## config.mk

```make
export PLATFORM = sky130hd
export DESIGN_NAME = gdtp_queue
export DESIGN_NICKNAME = d
export VERILOG_FILES = /design/src/rtl/core/gdtp_pkg.sv /design/src/rtl/core/gdtp_queue.sv
export SDC_FILE = /design/constraint.sdc
export NUM_CORES = 1
export LEC_CHECK = 0
export ABC_AREA = 1
export BUFFER_PORTS_ARGS = -buffer_cell sky130_fd_sc_hd__buf_2
export CORE_ASPECT_RATIO = 0.5
export CORE_UTILIZATION = 35
export CTS_CLUSTER_DIAMETER = 200
export DETAILED_ROUTE_END_ITERATION = 8
export GPL_TIMING_DRIVEN = 0
export MAX_ROUTING_LAYER = met4
export PLACE_DENSITY_LB_ADDON = 0.05
export REMOVE_ABC_BUFFERS = 1
export SLEW_MARGIN = 20
export SYNTH_ARGS = -nofsm -noshare
export SYNTH_HDL_FRONTEND = slang
export SYNTH_SLANG_ARGS = --single-unit
```

## constraint.sdc

```tcl
create_clock -name i_clk -period 16.85 [get_ports i_clk]
set_clock_uncertainty 0.2 [all_clocks]
set_input_delay 0 -clock i_clk [delete_from_list [all_inputs] [get_ports i_clk]]
set_output_delay 0 -clock i_clk [all_outputs]
set_load 0.02 [all_outputs]
```

## src/rtl/core/gdtp_pkg.sv

```systemverilog
// ----------------------------------------------------------------------------
// Ground decal triangle projector package
// Shared types, register indexes, fixed-point constants and saturation.
// ----------------------------------------------------------------------------
package gdtp_pkg;

    // Default fraction bits of vertex and centre coordinates
    localparam int unsigned COORD_FRAC_BITS_DEF = 16;

    // Unit normal components are Q2.30
    localparam int unsigned UNIT_BITS = 30;

    // Up threshold 0.30 in Q2.30, lift 0.012 in Q0.30, 0.5 in Q16.16
    localparam logic [30:0] MIN_UP_Q30 = 31'd322122547;
    localparam logic [23:0] LIFT_Q30   = 24'd12884902;
    localparam int          HALF_Q16   = 32768;

    // Triangles held between the normal unit and the vertex pipeline
    localparam int unsigned QUEUE_DEPTH = 2;

    // Configuration register indexes
    localparam int unsigned CFG_IDX_W = 3;
    localparam logic [CFG_IDX_W-1:0] CFG_CENTER_X  = 3'd0;
    localparam logic [CFG_IDX_W-1:0] CFG_CENTER_Z  = 3'd1;
    localparam logic [CFG_IDX_W-1:0] CFG_FORWARD_X = 3'd2;
    localparam logic [CFG_IDX_W-1:0] CFG_FORWARD_Z = 3'd3;
    localparam logic [CFG_IDX_W-1:0] CFG_INV_SPAN  = 3'd4;

    // Corner codes
    localparam logic [1:0] CORNER_A = 2'd0;
    localparam logic [1:0] CORNER_B = 2'd1;
    localparam logic [1:0] CORNER_C = 2'd2;

    typedef struct packed {
        logic signed [31:0] a_x;
        logic signed [31:0] a_y;
        logic signed [31:0] a_z;
        logic signed [31:0] b_x;
        logic signed [31:0] b_y;
        logic signed [31:0] b_z;
        logic signed [31:0] c_x;
        logic signed [31:0] c_y;
        logic signed [31:0] c_z;
    } t_in;

    typedef struct packed {
        logic signed [31:0] out_x;
        logic signed [31:0] out_y;
        logic signed [31:0] out_z;
        logic signed [31:0] tex_u;
        logic signed [31:0] tex_v;
        logic        [1:0]  corner;
        logic               last_corner;
    } t_out;

    typedef struct packed {
        logic signed [31:0] center_x;
        logic signed [31:0] center_z;
        logic signed [15:0] forward_x;
        logic signed [15:0] forward_z;
        logic        [30:0] inv_span;
    } t_cfg;

    // Accepted triangle with its upward unit normal (Q2.30)
    typedef struct packed {
        t_in                vtx;
        logic signed [31:0] unit_x;
        logic signed [31:0] unit_y;
        logic signed [31:0] unit_z;
    } t_qitem;

    typedef struct packed {
        logic   push;
        t_qitem item;
    } t_qwr;

    function automatic logic signed [31:0] sat32(input logic signed [63:0] x);
        logic signed [31:0] r;
        if (x > 64'sd2147483647) begin
            r = 32'sh7fffffff;
        end else if (x < -64'sd2147483648) begin
            r = 32'sh80000000;
        end else begin
            r = x[31:0];
        end
        return r;
    endfunction

endpackage

```

## src/rtl/core/gdtp_queue.sv

```systemverilog
// ----------------------------------------------------------------------------
// Ground decal triangle queue
// Short first-in first-out store between the normal unit and vertex pipeline.
// ----------------------------------------------------------------------------
module gdtp_queue (
    input  logic              i_clk,
    input  logic              i_rst_n,
    input  gdtp_pkg::t_qwr    i_qwr,
    output logic              o_full,
    input  logic              i_pop,
    output gdtp_pkg::t_qitem  o_head,
    output logic              o_vld
);

    localparam int unsigned DEPTH = gdtp_pkg::QUEUE_DEPTH;
    localparam int unsigned AW    = (DEPTH > 1) ? $clog2(DEPTH) : 1;
    localparam int unsigned CW    = $clog2(DEPTH + 1);

    gdtp_pkg::t_qitem r_slot [DEPTH];
    logic [AW-1:0]    r_wp;
    logic [AW-1:0]    r_rp;
    logic [CW-1:0]    r_cnt;
    logic             wr;
    logic             rd;

    assign o_full = r_cnt == CW'(DEPTH);
    assign o_vld  = r_cnt != '0;
    assign o_head = r_slot[r_rp];
    assign wr     = i_qwr.push && !o_full;
    assign rd     = i_pop && o_vld;

    always_ff @(posedge i_clk) begin
        if (!i_rst_n) begin
            r_wp  <= '0;
            r_rp  <= '0;
            r_cnt <= '0;
        end else begin
            if (wr) begin
                r_wp <= (r_wp == AW'(DEPTH - 1)) ? '0 : r_wp + 1'b1;
            end
            if (rd) begin
                r_rp <= (r_rp == AW'(DEPTH - 1)) ? '0 : r_rp + 1'b1;
            end
            if (wr && !rd) begin
                r_cnt <= r_cnt + 1'b1;
            end else if (rd && !wr) begin
                r_cnt <= r_cnt - 1'b1;
            end
        end
    end

    always_ff @(posedge i_clk) begin
        if (wr) begin
            r_slot[r_wp] <= i_qwr.item;
        end
    end

    a_no_overflow: assert property (@(posedge i_clk) disable iff (!i_rst_n)
        !(i_qwr.push && o_full))
        else $error("push into full triangle queue");

    a_no_underflow: assert property (@(posedge i_clk) disable iff (!i_rst_n)
        !(i_pop && !o_vld))
        else $error("pop from empty triangle queue");

endmodule

```

==> flow_summary.yaml, run 1 <==
die:
  start_util_pct: 35.8
  die_w_um: 413
  io-pin-count: 774
  die_height_um: 207
  rows: 74
synthesis:
  synth_cell_types: 17
  ys_ff_latch: 773
  avgSynthCellArea_um2: 24.0
  synth_cells: 1232
  yosysSeqAreaShare_pct: 78.5
  synthesis.area_mm2: 0.0295
  yosysWarnings: 0
run_status:
  haltStage: "clock tree synthesis (4_1_cts)"
  status: "aborted with a tool error"
  error: "[ERROR RSZ-0060] Max buffer count reached."
clocking:
  postCtsSetupBuffers: 0
  cts_buffer_depth: 3
  htree_levels: 3
  clockRootBuffer: "clkbuf_16"
  clkSinkCount: 773
  cts_resized: 0
  holdBufCountCts: 650
  numCtsBuffers: 74
place:
  dp_hpwl_mm: 53.0
  portBuffers: 773
  gp_congestion: 0.747
  placed_cells: 3118
[stage by stage]
stage | instance area [um^2] | hold slack (ns) | TNS, ns | setup WS, ns | util (%)
3_5_place_dp | 35600 | -0.00934 | 0 | 13.40 | 43.1
3_3_place_gp | 34200 | -0.0130 | - | -13.62 | 41.5
2_1_floorplan | 29000 | -0.101 | -710.83 | -0.926 | -
[Yosys cell counts]
cell type,number,area (um^2)
dfxtp_1,5,100
ha_1,1,12.5
o21a_1,1,7.51
buf_12,2,40.0
inv_1,8,30.0
nand4_1,1,6.26
edfxtp_1,768,23100
mux2_2,24,270
buf_6,28,315
nand2_1,7,26.3
buf_2,2,10.0
nand3_1,1,5.00
o21ai_0,3,15.0
nor2_1,9,33.8
mux2_4,360,5410
a21oi_1,1,5.00
buf_8,11,165
[logic make-up after synthesis]
logic type | after synthesis | share of synthesized area [%]
AND/OR/NAND/NOR | 18 | 0.242
adder cells (fa/ha/maj) | 1 | 0.0424
AO/OA/AOI/OAI | 5 | 0.0933
flip-flops | 773 | 78.5
multiplexers | 384 | 19.2
buffers and inverters | 51 | 1.90
==> run 2: changes to the inputs <==
--- a/config.mk
+++ b/config.mk
@@ -7,13 +7,10 @@
 export LEC_CHECK = 0
 export ABC_AREA = 1
 export BUFFER_PORTS_ARGS = -buffer_cell sky130_fd_sc_hd__buf_2
-export CORE_ASPECT_RATIO = 0.5
-export CORE_UTILIZATION = 35
-export CTS_CLUSTER_DIAMETER = 200
+export CORE_UTILIZATION = 20
 export DETAILED_ROUTE_END_ITERATION = 8
 export GPL_TIMING_DRIVEN = 0
-export MAX_ROUTING_LAYER = met4
-export PLACE_DENSITY_LB_ADDON = 0.05
+export PLACE_DENSITY_LB_ADDON = 0.15
 export REMOVE_ABC_BUFFERS = 1
 export SLEW_MARGIN = 20
 export SYNTH_ARGS = -nofsm -noshare
==> constraint.sdc (replaced) <==
create_clock -name i_clk -period 21.9 [get_ports i_clk]
set_clock_uncertainty 0.2 [all_clocks]
set_input_delay 0 -clock i_clk [delete_from_list [all_inputs] [get_ports i_clk]]
set_output_delay 0 -clock i_clk [all_outputs]
set_load 0.02 [all_outputs]
==> flow_summary.yaml, run 2 <==
routing:
  dr.pass1.iters: 4
  vias: 17700
  viasPerCell: 3.62
  drt-initial-drc-count: 506
  wl_mm: 83.1
  final_antenna_net_count: 0
  post-route-drc-count: 0
  wire_per_inst_um: 17.0
job:
  cap_violations: 0
pwr:
  clkPwrFrac_pct: 30.8
  p_leak_nw: 18.2
  switching_share_pct: 29.7
  p_comb_share_pct: 29.7
  ir_drop_mv: 0.0661
  power.internal_mw: 3.42
  p_switching_mw: 1.44
  p_per_area_mw_per_mm2: 103
  seqPwrFrac_pct: 39.5
synthesis:
  synth.most_common_cell: "edfxtp_1"
  synthArstFlopShare_pct: 0
  synthTopCellsByArea: "edfxtp_1 78%, mux2_4 18%, buf_6 1.1%"
  avgSynthCellArea_um2: 24.0
  yosysWarnings: 0
  synth_top_cell_by_area: "edfxtp_1"
  synth_top_area_share_pct: 78.2
  yosysSeqAreaShare_pct: 78.5
  synth_edf_count: 768
  synth_cells: 1232
  synthesis.area_mm2: 0.0295
  ys_ff_latch: 773
  synth_cell_types: 17
  ys.flop_type: "edfxtp_1"
  synth_common_cells: "768 x edfxtp_1, 360 x mux2_4, 28 x buf_6, 24 x mux2_2, 11 x buf_8"
global_routing:
  grt_pass1_vias: 19300
  grt_pass1_wl_mm: 120
  antenna_found_initial: 11
  grt-ovfl-total: 0
  grt_max_degree: 40
  track_usage_pct: 10.7
final_layout:
  drive_gt1_share_pct: 45.1
  final_area_mm2: 0.0472
  top_register: "r_slot"
  areaGrowthSynthToFinish_pct: 60.1
  mostFrequentLayoutCell: "dlygate4sd3_1"
  nNetsFinal: 3273
  reg.largest.list: "r_slot x768, r_cnt x2"
  mostFrequentLayoutCells: "775 x dlygate4sd3_1, 773 x buf_2, 768 x edfxtp_1"
  largest_reg_flops: 768
worst_setup_path:
  arrival_ns: 3.51
  cp_slowest_cell: "dfxtp_4"
  ff2ff_path_depth: 10
  cpPeakStageDelay_ns: 0.69
  critPathCapture: "o_head[378]"
  r2r_end: "r_cnt[1]"
  cp_max_fo: 38
  critPathTopFamily: "buffers and inverters"
  cp_num_cells: 7
  critical_path.endpoint_type: "output port"
  path_buf_inv: 6
  cp_common_cell: "buf_16"
  r2r_start: "r_cnt[1]"
  cp_cell_sequence: "buf_12 > buf_16 > buf_16 > buf_12 > buf_16 > mux2_2 > buf_2"
  path_class: "flip-flop to output port"
  start_kind: "flip-flop"
  required_ns: 21.70
  r2r_slack_ns: 18.50
sta:
  setup_viol: 0
  timing.fmax_ghz: 0.270
  fin_crit_sh_pct: 16.9
  relSlewSlack_pct: 43.3
  hold_viol: 0
  finalSetupTns_ns: 0
  tightest_slew_ns: 0.842
  drv_slew: 0
  rsz0062_at_grt: "false"
  min_period_ns: 3.71
  setup_ws_ns: 18.19
  whs_ns: 0.131
place:
  portBuffers: 773
  place_area_mm2: 0.0365
  place_ws_ns: 18.82
  dp_hpwl_mm: 59.4
  gp_congestion: 0.732
clocking:
  cts_tree: "yes"
  path_clk_slew_ns: 0.06
  clk-insertion-delay-late_ns: 0.68
  postCtsSetupBuffers: 0
  htree_levels: 3
  clockRootBuffer: "clkbuf_16"
  clkSinkCount: 773
  numCtsBuffers: 93
  cts_buffer_depth: 3
die:
  start_util_pct: 20.2
  coreArea_mm2: 0.146
  die_height_um: 386
  rows: 140
  io-pin-count: 774
  die_w_um: 386
  die_area_mm2: 0.149
min_path:
  hp-class: "input port to flip-flop"
run_status:
  status: "finished clean"
==> run 2: cell counts after synthesis <==
Identical to the previous run, type by type.
==> run 2: worst min path at each step <==
stage,start,to,slack (ns),depth (start not counted)
4_1_cts,i_pop,flip-flop,0.05,5
3_3_place_gp,i_qwr[66],r_slot[0][66],-0.01,1
5_1_grt,i_pop,flip-flop,0.11,5
2_1_floorplan,i_qwr[0],r_slot[0][0],-0.10,0
3_5_place_dp,i_qwr[66],r_slot[0][66],-0.009,1
6_report,i_pop,flip-flop,0.13,5
==> run 2: power by group through the flow <==
stage	Clock [mW]	Sequential, mW	Combinational [mW]
CTS	1.57	1.92	1.48
floorplan	0	2.17	1.10
global route	1.62	1.94	1.54
global placement	0	2.33	1.72
detailed placement	0	1.95	1.36
finish	1.50	1.92	1.44
==> run 2: through the flow <==
| stage | std cells | total power [mW] | utilization, % |
|---|---|---|---|
| floorplan | 1189 | 3.27 | - |
| global placement | 3879 | 4.05 | 24.1 |
| detailed placement | 3931 | 3.31 | 25.0 |
| CTS | 4877 | 4.97 | 32.3 |
| global route | 4882 | 5.09 | 32.3 |
| finish | 4882 | 4.86 | 32.3 |
==> run 2: timing repair <==
action                                 in CTS  in global routing
hold buffers                              775                  0
endpoints found under the hold margin     903                  0
gates resized for setup                     0                  0
==> run 2: kinds of logic (layout without fill, tap and decap cells) <==
group           after synthesis  in the layout  share of synthesized area [%]
compound gates                5              5                         0.0933
fa+ha+maj                     1              1                         0.0424
buf+inv                      51           1779                           1.90
flops                       773            773                           78.5
mux                         384            384                           19.2
other cells                   0              5                              0
simple gates                 18             18                          0.242
==> run 2: metal layers <==
| metal | up-vias | track usage, % | share of wire (%) |
|---|---|---|---|
| met5 | - | 0 | 0.032 |
| met4 | 4 | 3.22 | 2.6 |
| met3 | 128 | 4.41 | 8.7 |
| met2 | 547 | 19.2 | 51 |
| met1 | 8710 | 11.4 | 37 |
| li1 | 8269 | - | - |
==> run 2: worst min-delay path: stages <==
cell	delay (ns)
dlygate4sd3_1	0.54
buf_2	0.11
o21a_1	0.16
nor2_1	0.07
nor2_1	0.09
==> run 2: final cells by class <==
cell class	instances	area, um^2
fillers	14500	98900
flip-flops and latches	773	23200
repair buffers	1600	12800
multi-input cells	408	5800
clock buffers	117	2480
well taps	1917	2400
clock inverters	54	498
inverters	8	30.0
diodes	5	12.5
(Power assumes the default switching activity.)
